===== config.mk =====
export PLATFORM = sky130hd
export DESIGN_NAME = modular_exponentiation
export DESIGN_NICKNAME = d
export VERILOG_FILES = /design/src/hw/rtl/modexp_pkg.sv /design/src/hw/rtl/modexp_mulmod.sv /design/src/hw/rtl/modular_exponentiation.sv
export VERILOG_INCLUDE_DIRS = /design/src /design/src/hw/rtl
export SDC_FILE = /design/constraint.sdc
export NUM_CORES = 1
export LEC_CHECK = 0
export BUFFER_PORTS_ARGS = -buffer_cell sky130_fd_sc_hd__buf_2
export CAP_MARGIN = 40
export CORE_MARGIN = 4
export CORE_UTILIZATION = 29
export CTS_BUF_LIST = sky130_fd_sc_hd__clkbuf_8
export DETAILED_ROUTE_END_ITERATION = 6
export GPL_TIMING_DRIVEN = 1
export PLACE_DENSITY = 0.52
export SLEW_MARGIN = 20
export SYNTH_ARGS = -nofsm -noshare
export SYNTH_HDL_FRONTEND = slang
export SYNTH_SLANG_ARGS = --single-unit
export TNS_END_PERCENT = 50

===== constraint.sdc =====
create_clock -name clk -period 19.2 [get_ports clk]
set_input_delay 2.88 -clock clk [delete_from_list [all_inputs] [get_ports clk]]
set_output_delay 2.88 -clock clk [all_outputs]
set_load 0.02 [all_outputs]

===== src/hw/rtl/modular_exponentiation_macros.svh =====
// Assertion macros used by the modular exponentiation top level.
`ifndef MODULAR_EXPONENTIATION_MACROS_SVH
`define MODULAR_EXPONENTIATION_MACROS_SVH

`ifndef NO_ASSERTIONS

// The consequent must hold in the same cycle as the antecedent.
`define MX_ASSERT_SAME(lbl, clk, rst_n, ante, cons, msg) \
  lbl: assert property (@(posedge clk) disable iff (!rst_n) (ante) |-> (cons)) \
    else $error(msg);

// The consequent must hold in the cycle after the antecedent.
`define MX_ASSERT_NEXT(lbl, clk, rst_n, ante, cons, msg) \
  lbl: assert property (@(posedge clk) disable iff (!rst_n) (ante) |=> (cons)) \
    else $error(msg);

`else

`define MX_ASSERT_SAME(lbl, clk, rst_n, ante, cons, msg)
`define MX_ASSERT_NEXT(lbl, clk, rst_n, ante, cons, msg)

`endif

`endif


===== src/hw/rtl/modexp_pkg.sv =====
// Shared constants for the modular exponentiation block.
package modexp_pkg;

  localparam int WORD_BITS_DEF = 32;
  localparam int FIELD_BITS    = 32;
  localparam int CFG_IDX_BITS  = 1;

  localparam logic [FIELD_BITS-1:0] MOD_RESET = 32'd1;
  localparam logic [FIELD_BITS-1:0] EXP_RESET = 32'd65537;

  localparam logic [CFG_IDX_BITS-1:0] CFG_IDX_MODULUS  = 1'b0;
  localparam logic [CFG_IDX_BITS-1:0] CFG_IDX_EXPONENT = 1'b1;

endpackage


===== src/hw/rtl/modexp_mulmod.sv =====
// Interleaved shift-add modular multiplier, one multiplier bit per cycle.
module modexp_mulmod import modexp_pkg::*; #(
  parameter int WORD_BITS = WORD_BITS_DEF
) (
  input  logic                 clk,
  input  logic                 rst_n,
  input  logic                 op_start,
  input  logic [WORD_BITS-1:0] op_a,
  input  logic [WORD_BITS-1:0] op_b,
  input  logic [WORD_BITS:0]   op_n,
  output logic                 op_done,
  output logic [WORD_BITS-1:0] op_r
);

  localparam int CW = $clog2(WORD_BITS);

  logic                 busy_r, busy_nxt;
  logic                 done_r, done_nxt;
  logic [CW-1:0]        cnt_r, cnt_nxt;
  logic [WORD_BITS-1:0] a_r, a_nxt;
  logic [WORD_BITS-1:0] b_r, b_nxt;
  logic [WORD_BITS-1:0] r_r, r_nxt;

  logic [WORD_BITS+1:0] t;
  logic [WORD_BITS+1:0] n1;
  logic [WORD_BITS+1:0] n2;
  logic [WORD_BITS+1:0] t_red;

  // With r < n and a < n, 2r + a stays below 3n, so one of three
  // candidates is the reduced value.
  assign n1 = (WORD_BITS+2)'(op_n);
  assign n2 = {op_n, 1'b0};
  assign t  = {1'b0, r_r, 1'b0} + (b_r[WORD_BITS-1] ? (WORD_BITS+2)'(a_r) : '0);

  always_comb begin
    priority if (t >= n2) begin
      t_red = t - n2;
    end else if (t >= n1) begin
      t_red = t - n1;
    end else begin
      t_red = t;
    end
  end

  always_comb begin
    busy_nxt = busy_r;
    done_nxt = 1'b0;
    cnt_nxt  = cnt_r;
    a_nxt    = a_r;
    b_nxt    = b_r;
    r_nxt    = r_r;
    if (busy_r) begin
      r_nxt   = t_red[WORD_BITS-1:0];
      b_nxt   = b_r << 1;
      cnt_nxt = cnt_r + 1'b1;
      if (cnt_r == CW'(WORD_BITS-1)) begin
        busy_nxt = 1'b0;
        done_nxt = 1'b1;
      end
    end else if (op_start) begin
      busy_nxt = 1'b1;
      cnt_nxt  = '0;
      a_nxt    = op_a;
      b_nxt    = op_b;
      r_nxt    = '0;
    end
  end

  always_ff @(posedge clk) begin
    if (!rst_n) begin
      busy_r <= 1'b0;
      done_r <= 1'b0;
      cnt_r  <= '0;
    end else begin
      busy_r <= busy_nxt;
      done_r <= done_nxt;
      cnt_r  <= cnt_nxt;
    end
  end

  always_ff @(posedge clk) begin
    a_r <= a_nxt;
    b_r <= b_nxt;
    r_r <= r_nxt;
  end

  assign op_done = done_r;
  assign op_r    = r_r;

endmodule


===== src/hw/rtl/modular_exponentiation.sv =====
// Top level: right-to-left binary modular exponentiation sequencer.
//
//   channel   ports                                   handshake
//   input     start, busy, in_base                    start & !busy
//   result    out_valid, out_power_result             one-cycle strobe
//   config    cfg_we, cfg_index, cfg_wdata            write at cfg_we
//
// Every modular product runs through one shared multiplier. An item costs one
// product for the base reduction, then one decision step per exponent bit up to
// the highest set bit, a square for each bit below it and one more product for
// each set bit.
// Reset restores modulus 1 and exponent 65537 and leaves the block idle.
// The receiver cannot stall; each result is a single out_valid cycle.
`include "modular_exponentiation_macros.svh"

module modular_exponentiation import modexp_pkg::*; #(
  parameter int WORD_BITS = WORD_BITS_DEF
) (
  input  logic                    clk,
  input  logic                    rst_n,
  input  logic                    start,
  output logic                    busy,
  input  logic [FIELD_BITS-1:0]   in_base,
  output logic                    out_valid,
  output logic [FIELD_BITS-1:0]   out_power_result,
  input  logic                    cfg_we,
  input  logic [CFG_IDX_BITS-1:0] cfg_index,
  input  logic [FIELD_BITS-1:0]   cfg_wdata
);

  localparam logic [2:0] S_IDLE = 3'd0;
  localparam logic [2:0] S_RED  = 3'd1;
  localparam logic [2:0] S_STEP = 3'd2;
  localparam logic [2:0] S_MUL  = 3'd3;
  localparam logic [2:0] S_SQR  = 3'd4;

  logic [WORD_BITS-1:0] modulus_r;
  logic [WORD_BITS-1:0] exponent_r;

  logic [2:0]           state_r, state_nxt;
  logic [WORD_BITS-1:0] acc_r, acc_nxt;
  logic [WORD_BITS-1:0] sq_r, sq_nxt;
  logic [WORD_BITS-1:0] exp_r, exp_nxt;
  logic                 mm_start_r, mm_start_nxt;
  logic [WORD_BITS-1:0] mm_a_r, mm_a_nxt;
  logic [WORD_BITS-1:0] mm_b_r, mm_b_nxt;
  logic                 out_valid_r, out_valid_nxt;
  logic [WORD_BITS-1:0] out_res_r, out_res_nxt;

  logic [WORD_BITS:0]   n_eff;
  logic [WORD_BITS-1:0] one_mod;
  logic                 mm_done;
  logic [WORD_BITS-1:0] mm_r;

  // A zero modulus stands for 2^WORD_BITS, so arithmetic simply wraps.
  assign n_eff   = (modulus_r == '0) ? {1'b1, {WORD_BITS{1'b0}}} : {1'b0, modulus_r};
  assign one_mod = (n_eff == (WORD_BITS+1)'(1)) ? '0 : WORD_BITS'(1);

  always_ff @(posedge clk) begin
    if (!rst_n) begin
      modulus_r  <= MOD_RESET[WORD_BITS-1:0];
      exponent_r <= EXP_RESET[WORD_BITS-1:0];
    end else if (cfg_we) begin
      unique case (cfg_index)
        CFG_IDX_MODULUS:  modulus_r  <= cfg_wdata[WORD_BITS-1:0];
        CFG_IDX_EXPONENT: exponent_r <= cfg_wdata[WORD_BITS-1:0];
      endcase
    end
  end

  modexp_mulmod #(
    .WORD_BITS(WORD_BITS)
  ) u_mulmod (
    .clk     (clk),
    .rst_n   (rst_n),
    .op_start(mm_start_r),
    .op_a    (mm_a_r),
    .op_b    (mm_b_r),
    .op_n    (n_eff),
    .op_done (mm_done),
    .op_r    (mm_r)
  );

  // The base is reduced as base * 1 mod n on the shared multiplier.
  // After that, the squared term drives the multiplicand so it stays below n.
  always_comb begin
    state_nxt     = state_r;
    acc_nxt       = acc_r;
    sq_nxt        = sq_r;
    exp_nxt       = exp_r;
    mm_start_nxt  = 1'b0;
    mm_a_nxt      = mm_a_r;
    mm_b_nxt      = mm_b_r;
    out_valid_nxt = 1'b0;
    out_res_nxt   = out_res_r;
    unique case (state_r)
      S_IDLE: begin
        if (start) begin
          exp_nxt      = exponent_r;
          acc_nxt      = WORD_BITS'(1);
          mm_start_nxt = 1'b1;
          mm_a_nxt     = one_mod;
          mm_b_nxt     = in_base[WORD_BITS-1:0];
          state_nxt    = S_RED;
        end
      end
      S_RED: begin
        if (mm_done) begin
          sq_nxt    = mm_r;
          state_nxt = S_STEP;
        end
      end
      S_STEP: begin
        if (exp_r == '0) begin
          out_valid_nxt = 1'b1;
          out_res_nxt   = acc_r;
          state_nxt     = S_IDLE;
        end else if (exp_r[0]) begin
          mm_start_nxt = 1'b1;
          mm_a_nxt     = sq_r;
          mm_b_nxt     = acc_r;
          state_nxt    = S_MUL;
        end else begin
          mm_start_nxt = 1'b1;
          mm_a_nxt     = sq_r;
          mm_b_nxt     = sq_r;
          state_nxt    = S_SQR;
        end
      end
      S_MUL: begin
        if (mm_done) begin
          acc_nxt = mm_r;
          // No set bits remain, so the last square would go unused.
          if (exp_r[WORD_BITS-1:1] == '0) begin
            out_valid_nxt = 1'b1;
            out_res_nxt   = mm_r;
            state_nxt     = S_IDLE;
          end else begin
            mm_start_nxt = 1'b1;
            mm_a_nxt     = sq_r;
            mm_b_nxt     = sq_r;
            state_nxt    = S_SQR;
          end
        end
      end
      S_SQR: begin
        if (mm_done) begin
          sq_nxt    = mm_r;
          exp_nxt   = exp_r >> 1;
          state_nxt = S_STEP;
        end
      end
      default: state_nxt = S_IDLE;
    endcase
  end

  always_ff @(posedge clk) begin
    if (!rst_n) begin
      state_r     <= S_IDLE;
      mm_start_r  <= 1'b0;
      out_valid_r <= 1'b0;
    end else begin
      state_r     <= state_nxt;
      mm_start_r  <= mm_start_nxt;
      out_valid_r <= out_valid_nxt;
    end
  end

  always_ff @(posedge clk) begin
    acc_r     <= acc_nxt;
    sq_r      <= sq_nxt;
    exp_r     <= exp_nxt;
    mm_a_r    <= mm_a_nxt;
    mm_b_r    <= mm_b_nxt;
    out_res_r <= out_res_nxt;
  end

  assign busy             = (state_r != S_IDLE);
  assign out_valid        = out_valid_r;
  assign out_power_result = FIELD_BITS'(out_res_r);

  `MX_ASSERT_SAME(a_out_idle, clk, rst_n, out_valid_r, state_r == S_IDLE,
    "result strobe while the sequencer is not idle")
  `MX_ASSERT_NEXT(a_start_busy, clk, rst_n, start && !busy, busy && !out_valid_r,
    "accepted transfer did not make the block busy")
  `MX_ASSERT_SAME(a_done_wait, clk, rst_n, mm_done,
    state_r == S_RED || state_r == S_MUL || state_r == S_SQR,
    "multiplier finished while the sequencer was not waiting")
  `MX_ASSERT_SAME(a_acc_range, clk, rst_n, state_r == S_STEP,
    acc_r == WORD_BITS'(1) || (WORD_BITS+1)'(acc_r) < n_eff,
    "accumulator left the residue range")

endmodule


# [Yosys cells after proc, flatten, opt, wreduce, memory -nomap -nowiden]
# Cells that the tools add are included.
[classes] n_bitwise=2 magnitude_cmp=2 n_mux=50 eq_ne=14 n_addsub=4 n_reduce_logical=21
[op_table] op="$mux 32" n=21
[op_table] op="$pmux 32 s2" n=3
[op_table] op="$pmux 32 s3" n=2
[op_table] op="$logic_not 32->1" n=2
[op_table] op="$sub 32x32->32" n=2
[op_table] op="$add 33x32->34" n=1
[op_table] op="$ge 34x33->1" n=1
[op_table] op="$ge 34x34->1" n=1
[op_table] op="$eq 33x1->1 const B" n=1
[op_table] op="$mux 33" n=1
[op_table] op="$logic_not 31->1" n=1
[op_table] op="$mux 3" n=6
[op_table] op="$mux 1" n=12
[op_table] op="$pmux 3 s4" n=1
[op_table] op="$mux 5" n=2
[op_table] op="$ne 2x2->1 const B" n=5
[op_table] op="$reduce_and 2->1" n=5
[op_table] op="$reduce_and 3->1" n=3
[op_table] op="$reduce_bool 2->1" n=4
[op_table] op="$eq 3x2->1 const B" n=2
[op_table] op="$ne 2x1->1 const B" n=3
[op_table] op="$reduce_bool 3->1" n=2
[op_table] op="$add 5x1->5 const B" n=1
[op_table] op="$eq 5x5->1 const B" n=1
[op_table] op="other kinds (9)" n=10
[word_totals] elab_cells=111 ff_bits=364

# [Logic depth before layout (Yosys ltp)]
# Gate-level depths: netlist (run 1).
[depth] word_depth=6 ltp_mapped=27 mapped_depth_nobuf=25

# [Hierarchy]
# A second synthesis (run 1) with hierarchy kept.
[unflattened] cells_unflattened=1950 hier_area_um2=20348.3
[modules_own_cells] module="modular_exponentiation" seq_area_each_um2=7146.9 area_per_inst_um2=10542.6 instances=1 cells_each=825
[modules_own_cells] module="modexp_mulmod" seq_area_each_um2=3012.9 area_per_inst_um2=9805.7 instances=1 cells_each=1125

# [Least setup slack after synthesis (run 1)]
# Ideal clock, no wire load.
[synth_path] path_kind="input -> register" start="in start" end="reg mm_a_r[0], enable pin" path_slack_ns=10.601 t_required_ns=18.596 n_path_buf=0 t_arrival_ns=7.995 cell_stages=4 path_cell_list="nor2_1 -> nor2_1 -> a21oi_1 -> a311oi_1"
[synth_via] elab_chain_cells=2
[synth_lines] element="start: declaration" line="modular_exponentiation.sv:21" text="input logic start,"
[synth_lines] element="$ne 2x2->1 (no line)"
[synth_lines] element="$reduce_and 5->1 (no line)"
[synth_lines] element="end signal: assignment" line="modular_exponentiation.sv:173" text="mm_a_r <= mm_a_nxt;"
[synth_lines] element="end: declaration" line="modular_exponentiation.sv:45" text="logic [WORD_BITS-1:0] mm_a_r, mm_a_nxt;"
# No other way between the ends.
# A chain may end at the register's enable or synchronous reset.

# [Worst setup path in the final report (run 1)]
[layout_path] start="reg u_mulmod.b_r[31]" end="reg u_mulmod.r_r[20] (netlist: u_mulmod.op_r[20]) (data pin)"
[layout_via] elab_chain_cells=6 word_cells_on_any_way=9 classes_between="add/sub: 3; order compare: 2; mux: 4"
[layout_lines] element="start: declaration" line="modexp_mulmod.sv:21" text="logic [WORD_BITS-1:0] b_r, b_nxt;"
[layout_lines] element="start signal: assignment" line="modexp_mulmod.sv:83" text="b_r <= b_nxt;"
[layout_lines] element="$mux 32 *" line="modexp_mulmod.sv:33" text="assign t = {1'b0, r_r, 1'b0} + (b_r[WORD_BITS-1] ? (WORD_BITS+2)'(a_r) : '0);"
[layout_lines] element="$add 33x32->34 *" line="modexp_mulmod.sv:33"
[layout_lines] element="$sub 32x32->32 or $ge 34x33->1 (tied branches)" line="modexp_mulmod.sv:39, modexp_mulmod.sv:38"
[layout_lines] element="$mux 32" line="modexp_mulmod.sv:38" text="end else if (t >= n1) begin"
[layout_lines] element="$mux 32 *" line="modexp_mulmod.sv:36" text="priority if (t >= n2) begin"
[layout_lines] element="$mux 32 *" line="modexp_mulmod.sv:52" text="if (busy_r) begin"
[layout_lines] element="end signal: assignment" line="modexp_mulmod.sv:84" text="r_r <= r_nxt;"
[layout_lines] element="end: declaration" line="modexp_mulmod.sv:22" text="logic [WORD_BITS-1:0] r_r, r_nxt;"
# Every way passes the cells marked *; elsewhere a longest branch is shown, timed or not.

==> qor.csv, run 1 <==
stage,metric,value,unit
status,status,"complete, no violations",
synth,yosysMostFrequentCell,edfxtp_1,
setup_path,path_class,reg2reg,
drt,drtAntennaViolNets,0,
setup_path,crit_slowest_cell,a221oi_1,
placed_design,gp_congestion,0.885,
synth,synthSimpleGateAreaFrac,0.131,
synth,synth_mux_area_frac,0.0469,
global_route,overflow,0,
synth,seq_area_frac_synth,0.526,
clock_network,insertion_delay,650,ps
synth,synth_top_area_share,0.447,
drt,totalWireLength,53.1,mm
clock_network,cts_tree,yes,
setup_path,crit_arrival,7020,ps
synth,synthFlopType,edfxtp_1,
setup_path,reg2reg_depth,25,
sta,rsz0062_at_grt,false,
clock_network,postCtsHoldBufs,0,
synth,synth_fp_nets,1940,
synth,synth_area_leaders,"edfxtp_1, dfxtp_1, ha_1",
synth,synth_xor_area_frac,0.0381,
synth,synth-seq-cells,364,
sta,period_minus_slack,6640,ps
global_route,grt_usage,0.148,
job,max_cap_viol_count,0,
power,leakage,8.82,nW
layout,finalNetCount,2054,
synth,synth_top_cells_by_count,"edfxtp_1, nand2_1, a21oi_1",
sta,tightestPinTransition,801,ps
clock_network,h-tree-depth,3,
synth,synthAdderAreaFrac,0.0686,
sta,max_freq,150,MHz
clock_network,clk_pin_slew,60,ps
drt,vias,13900,
drt,drtIter0Drc,943,
drt,drt_first_pass_iters,5,
power,p_switching,0.00102,W
clock_network,cts-resized-gates,0,
hold_path,min_path_type,reg2reg,
placed_design,dpl.cell_count,2679,
synth,synth-edff-count,287,
setup_path,worst-path-stages,25,
layout,antenna_cells,0,
setup_path,crit_fanout,35,
placed_design,dp.final_hpwl,39.0,mm
placed_design,io_buffers,102,
global_route,antenna_found_initial,0,
sta,fin_crit_sh,0.346,
setup_path,required,19570,ps
floorplan,die_width,266,um
drt,avgViaCountPerCell,4.97,
sta,setup_viol,0,
setup_path,cp_top_family,compound AO/OA/AOI/OAI gates,
setup_path,start_kind,flop,
layout,syn2layout_area_growth,15.3,%
floorplan,io_pins,103,
synth,yosys_warnings,0,
floorplan,dieArea,70700,um2
synth,synth-compound-area-share,0.160,
power,max-vdd-ir-drop,58.4,uV
layout,drive_gt1_frac,0.151,
synth,synth_cell_types,74,
floorplan,coreArea,65900,um2
sta,finClkSkew,31.6,ps
power,power_density,125,nW/um2
global_route,grt_max_degree,68,
clock_network,cts_sinks,364,
sta,max_slew_margin,0.466,
power,p_comb_frac,0.376,
placed_design,place_area,20900,um2
power,clkPwrFrac,0.270,
layout,stdcell_area,22300,um2
layout,finalNonFillerCells,2804,
hold_path,worstHoldPathCells,0,
global_route,grt_pass1_wl,82.5,mm
setup_path,end_kind,flop,
drt,remaining_drc_errors,0,
synth,synthCells,1773,
power,switching_share,0.367,
clock_network,numCtsBuffers,69,
synth,async_flop_share,0,
sta,fin_tns_setup,0,ps
setup_path,critPathMaxStageDelay,480,ps
sta,hold_viol,0,
floorplan,die_h,266,um
floorplan,row_count,94,
sta,drv_slew,0,
global_route,grt_pass1_vias,14100,
clock_network,cts-root-buf,clkbuf_8,
power,seq_power_share,0.354,
synth,yosys.area.top_type,edfxtp_1,
synth,synth_top_family_by_area,compound AO/OA/AOI/OAI gates,
clock_network,cts_buffer_depth,3,
synth,avgSynthCellArea,10.9,um2
power,cell_internal_pwr,0.00175,W
drt,wl_per_cell,18.9,um
clock_network,postCtsSetupBuffers,0,
setup_path,critPathBufInv,2,
floorplan,start_util,0.293,
synth,syn_area,19300,um2
area by class of cell:
type                       instances  area (um2)
fill                            6651       43600
sequential                       364       10200
multi-input combinational       1266        8660
tap                              864        1080
clock buffer                      76        1050
timing repair buffer             126         778
clock inverter                    48         298
inverter                          60         225
metrics by stage:
step,worst slack (ps),total power (W),util,hold slack (ps)
after floorplan,10600,0.00175,-,400
after global placement,12190,0.00202,0.315,403
after detailed placement,12290,0.00203,0.317,407
after CTS,12260,0.00279,0.338,409
after global routing,12130,0.00295,0.338,409
final,12560,0.00277,0.338,408
layout by cell type, fill, tap and decap left out, drive strengths merged, types with 5 or more instances in the layout:
cell	netlist	layout
edfxtp	287	287
nand2	212	212
a21oi	157	157
buf	13	126
ha	95	95
inv	58	89
nor2	78	78
dfxtp	77	77
clkbuf	70	76
o21ai	76	76
and2	72	72
a21o	71	71
xnor2	65	65
mux2i	48	48
and3	44	44
mux2	37	37
a22o	30	30
nand3	23	23
a211oi	20	20
xor2	19	19
nor4	19	19
o21bai	16	16
o21a	16	16
clkinv	2	16
nor3	13	13
o211ai	13	13
nand4	12	12
nor2b	12	12
or3	11	11
o31ai	11	11
nand2b	11	11
o211a	7	7
or2	7	7
maj3	7	7
o22ai	6	6
a31oi	6	6
o31a	5	5
flip-flops by register name (all words and copies together) (netlist names), 3 cells and up:
signal and cells:
u_mulmod.op_r 32, mm_a_r 32, state_r 3, exp_r 32, sq_r 32, acc_r 32, out_power_result 32, u_mulmod.a_r 32
modulus_r 32, exponent_r 32, mm_b_r 32, u_mulmod.b_r 32, u_mulmod.cnt_r 5
logic make-up (layout without fill, tap and decap cells):
logic type	count (synthesis)	count (layout)
flops	364	364
fa+ha+maj	105	105
xor+xnor	84	84
buf+inv	143	310
simple gates	524	524
compound gates	468	468
mux	85	85
power groups by stage:
stage,registers (W),logic [W],clock network (W)
final,0.000981,0.00104,0.000747
after global routing,0.000988,0.00114,0.000813
after CTS,0.000984,0.00103,0.000773
after detailed placement,0.000999,0.00103,0
after global placement,0.000998,0.00102,0
after floorplan,0.000979,0.000772,0
per-layer routing:
layer	routed length, um	vias up	share of wire	GRT usage
li1	-	6770	-	-
met1	26500	6760	0.50	0.216
met2	22800	318	0.43	0.223
met3	2550	87	0.048	0.0284
met4	1230	0	0.023	0.0419
met5	0	-	0	0
worst paths after layout:
check                                   from                              end  slack, ps
setup / recovery  u_mulmod.b_r[31]$_DFFE_PP_  u_mulmod.op_r[20]$_SDFFCE_PN0P_      12560
hold / removal       mm_a_r[2]$_SDFFCE_PP0P_        u_mulmod.a_r[2]$_DFFE_PP_        410
setup reg to reg  u_mulmod.b_r[31]$_DFFE_PP_  u_mulmod.op_r[20]$_SDFFCE_PN0P_      12560
hold reg to reg      mm_a_r[2]$_SDFFCE_PP0P_        u_mulmod.a_r[2]$_DFFE_PP_        410
worst reg2reg max path, cell delays in order, from the launching register on:
cell	delay, ps
edfxtp_1	400
buf_8	190
and2_1	170
ha_1	210
fa_1	400
nand3_1	140
a21oi_1	110
o31ai_2	400
o22ai_1	200
a22oi_2	370
a211oi_2	150
or3_1	350
a21oi_1	190
xnor2_1	270
ha_1	380
and3_1	230
nand2_1	160
o21ai_0	180
a221oi_1	480
o2111ai_1	300
nand2_2	400
buf_12	250
nor2_1	90
a31oi_2	170
xnor2_1	150
nor2_1	60
Power figures use the tool's default switching activity.
==> inputs of run 2 (changes only) <==
--- a/config.mk
+++ b/config.mk
@@ -13,7 +13,7 @@
 export CTS_BUF_LIST = sky130_fd_sc_hd__clkbuf_8
 export DETAILED_ROUTE_END_ITERATION = 6
 export GPL_TIMING_DRIVEN = 1
-export PLACE_DENSITY = 0.52
+export PLACE_DENSITY = 0.53
 export SLEW_MARGIN = 20
 export SYNTH_ARGS = -nofsm -noshare
 export SYNTH_HDL_FRONTEND = slang
==> constraint.sdc (replaced) <==
create_clock -name clk -period 5.5 [get_ports clk]
set_input_delay 0.825 -clock clk [delete_from_list [all_inputs] [get_ports clk]]
set_output_delay 0.825 -clock clk [all_outputs]
set_load 0.02 [all_outputs]
==> qor.csv, run 2 (same netlist as run 1, synthesis figures left out) <==
stage,metric,value,unit,change
status,status,"complete, no violations",,
clock_network,insertion_delay,630,ps,-20 ps
drt,vias,15000,,+7.5%
layout,drive_gt1_frac,0.301,,+0.151
hold_path,min_path_type,reg2reg,,
sta,hold_viol,0,,unchanged
global_route,overflow,0,,unchanged
layout,finalNonFillerCells,3051,,+8.8%
global_route,grt_pass1_wl,87.0,mm,+5.4%
clock_network,cts-root-buf,clkbuf_8,,
setup_path,required,5940,ps,-13630 ps
power,power_density,448,nW/um2,+260%
floorplan,row_count,94,,unchanged
drt,highest_layer,met4,,
sta,worst_hold_slack,409,ps,+0.786 ps
drt,totalWireLength,57.5,mm,+8.4%
drt,wl_met3,2.85,mm,+12%
drt,wl_met2,25.9,mm,+14%
power,switching_share,0.356,,-0.0110
drt,drt_first_pass_iters,5,,unchanged
layout,antenna_cells,0,,unchanged
layout,multi_input_comb_area,9710,um2,+12%
setup_path,r2r-end,u_mulmod.op_r[29]$_SDFFCE_PN0P_,,
layout,finalNetCount,2302,,+12%
floorplan,die_h,266,um,unchanged
layout,layout_common_cells,"edfxtp_1, buf_4, nand2_1, a21oi_1, buf_2",,
floorplan,die_width,266,um,unchanged
power,cell_internal_pwr,0.00729,W,+320%
layout,syn2layout_area_growth,31.0,%,
global_route,antenna_found_initial,1,,+1
drt,avgViaCountPerCell,4.91,,-1.2%
power,max-vdd-ir-drop,172,uV,+190%
setup_path,reg2reg_from,u_mulmod.b_r[31]$_DFFE_PP_,,
clock_network,clk_pin_slew,60,ps,about the same
sta,fin_crit_sh,0.997,,+0.651
power,leakage,10.3,nW,+17%
layout,nFillCells,6535,,-1.7%
placed_design,io_buffers,102,,unchanged
hold_path,worstHoldPathCells,0,,unchanged
sta,finClkSkew,23.0,ps,-8.65 ps
sta,setup_viol,0,,unchanged
setup_path,r2r_slack,20,ps,-12540 ps
power,p_comb_frac,0.477,,+0.101
setup_path,reg2reg_depth,23,,-8.0%
placed_design,dp.final_hpwl,40.7,mm,+4.4%
sta,drv_slew,0,,unchanged
drt,remaining_drc_errors,0,,unchanged
drt,wl_per_cell,18.9,um,-0.35%
global_route,grt_usage,0.155,,+0.00742
clock_network,cts_tree,yes,,
sta,tightestPinTransition,783,ps,-18.1 ps
sta,max_slew_margin,0.465,,-0.00145
sta,period_minus_slack,5480,ps,-1160 ps
setup_path,crit_arrival,5920,ps,-1100 ps
clock_network,cts_buffer_depth,3,,unchanged
clock_network,numCtsBuffers,67,,-2.9%
setup_path,end_kind,flop,,
setup_path,start_kind,flop,,
setup_path,crit_fanout,5,,-86%
global_route,grt_pass1_vias,15000,,+6.2%
sta,rsz0062_at_grt,true,,
power,clkPwrFrac,0.220,,-0.050
layout,regArea,10200,um2,unchanged
clock_network,h-tree-depth,3,,unchanged
placed_design,dpl.cell_count,2877,,+7.4%
power,seq_power_share,0.303,,-0.051
drt,drtAntennaViolNets,0,,unchanged
layout,mostFrequentLayoutCell,edfxtp_1,,
placed_design,gp_congestion,0.906,,+2.3%
drt,wl_met1,27.9,mm,+5.1%
power,p_switching,0.00403,W,+300%
job,max_cap_viol_count,0,,unchanged
floorplan,dieArea,70700,um2,unchanged
setup_path,path_class,reg2reg,,
clock_network,cts_sinks,364,,unchanged
global_route,grt_max_degree,68,,unchanged
floorplan,io_pins,103,,unchanged
drt,drtIter0Drc,929,,-1.5%
floorplan,coreArea,65900,um2,unchanged
clock_network,postCtsHoldBufs,0,,unchanged
hold_path,whs_endpoint,u_mulmod.a_r[20]$_DFFE_PP_,,
sta,max_freq,182,MHz,+21%
hold_path,hold_start,mm_a_r[20]$_SDFFCE_PP0P_,,
floorplan,start_util,0.293,,unchanged
-- run 2: layout make-up --
class,instances,area share
Sequential cell,364,0.402
Multi-Input combinational cell,1266,0.384
Timing Repair Buffer,376,0.112
Tap cell,864,0.0428
Clock buffer,71,0.0387
Clock inverter,50,0.0114
Inverter,60,0.00901
-- run 2: per-layer routing --
layer  track usage  vias up
li1              -     7275
met1         0.225     7297
met2         0.241      333
met3        0.0313       71
met4        0.0332        0
met5             0        -
-- run 2: critical path, cell delays in order (launching register included) --
cell      delay [ps]
edfxtp_1         410
buf_6            160
and2_4           140
ha_4             230
a21o_1           180
or3_4            340
nor3_4           270
o31ai_4          120
a21oi_2          190
o21ai_2          100
xnor2_2          180
ha_1             320
and3_4           210
nand3_4           90
or4_4            500
a211oi_4         250
nor3_2            80
maj3_2           330
maj3_2           350
o211ai_1         260
a21oi_2          100
xnor2_1          190
mux2i_1          100
a211oi_1         200
-- run 2: metrics by stage --
step / utilization / setup slack (ps) / total power, W / cell area (um2) / TNS [ps]
global placement: 0.338 / -530 / 0.00773 / 22300 / -13800
global route: 0.384 / -234 / 0.0120 / 25300 / -3940
CTS: 0.370 / -30.3 / 0.0107 / 24300 / -144
detailed placement: 0.340 / -593 / 0.00778 / 22400 / -15450
floorplan: - / 57.3 / 0.00611 / 19300 / 0
finish: 0.384 / 15.1 / 0.0113 / 25300 / 0
-- run 2: how the worst max path moves through the flow --
| stage | cells past startpoint | from | slack, ps | to |
|---|---|---|---|---|
| 4_1_cts | 28 | u_mulmod.b_r[31]$_DFFE_PP_ | -30 | u_mulmod.op_r[9]$_SDFFCE_PN0P_ |
| 5_1_grt | 23 | u_mulmod.b_r[31]$_DFFE_PP_ | -230 | u_mulmod.op_r[29]$_SDFFCE_PN0P_ |
| 3_3_place_gp | 26 | u_mulmod.b_r[31]$_DFFE_PP_ | -530 | u_mulmod.op_r[20]$_SDFFCE_PN0P_ |
| 3_5_place_dp | 26 | u_mulmod.b_r[31]$_DFFE_PP_ | -590 | u_mulmod.op_r[7]$_SDFFCE_PN0P_ |
| 2_1_floorplan | 23 | u_mulmod.b_r[31]$_DFFE_PP_ | 60 | u_mulmod.op_r[31]$_SDFFCE_PN0P_ |
| 6_report | 23 | u_mulmod.b_r[31]$_DFFE_PP_ | 20 | u_mulmod.op_r[29]$_SDFFCE_PN0P_ |
-- run 2: what timing repair did --
action / CTS / global route
pin swaps: 36 / 77
gates resized for setup: 88 / 121
endpoints found under the setup margin: 32 / 32
setup buffers: 20 / 30
gates cloned: 1 / 6
-- run 2: power by group through the flow --
stage | combinational [W] | sequential, W | clock, W
final | 0.00540 | 0.00343 | 0.00250
after global routing | 0.00583 | 0.00345 | 0.00272
after floorplan | 0.00269 | 0.00341 | 0
after CTS | 0.00465 | 0.00343 | 0.00259
after global placement | 0.00426 | 0.00348 | 0
after detailed placement | 0.00431 | 0.00348 | 0
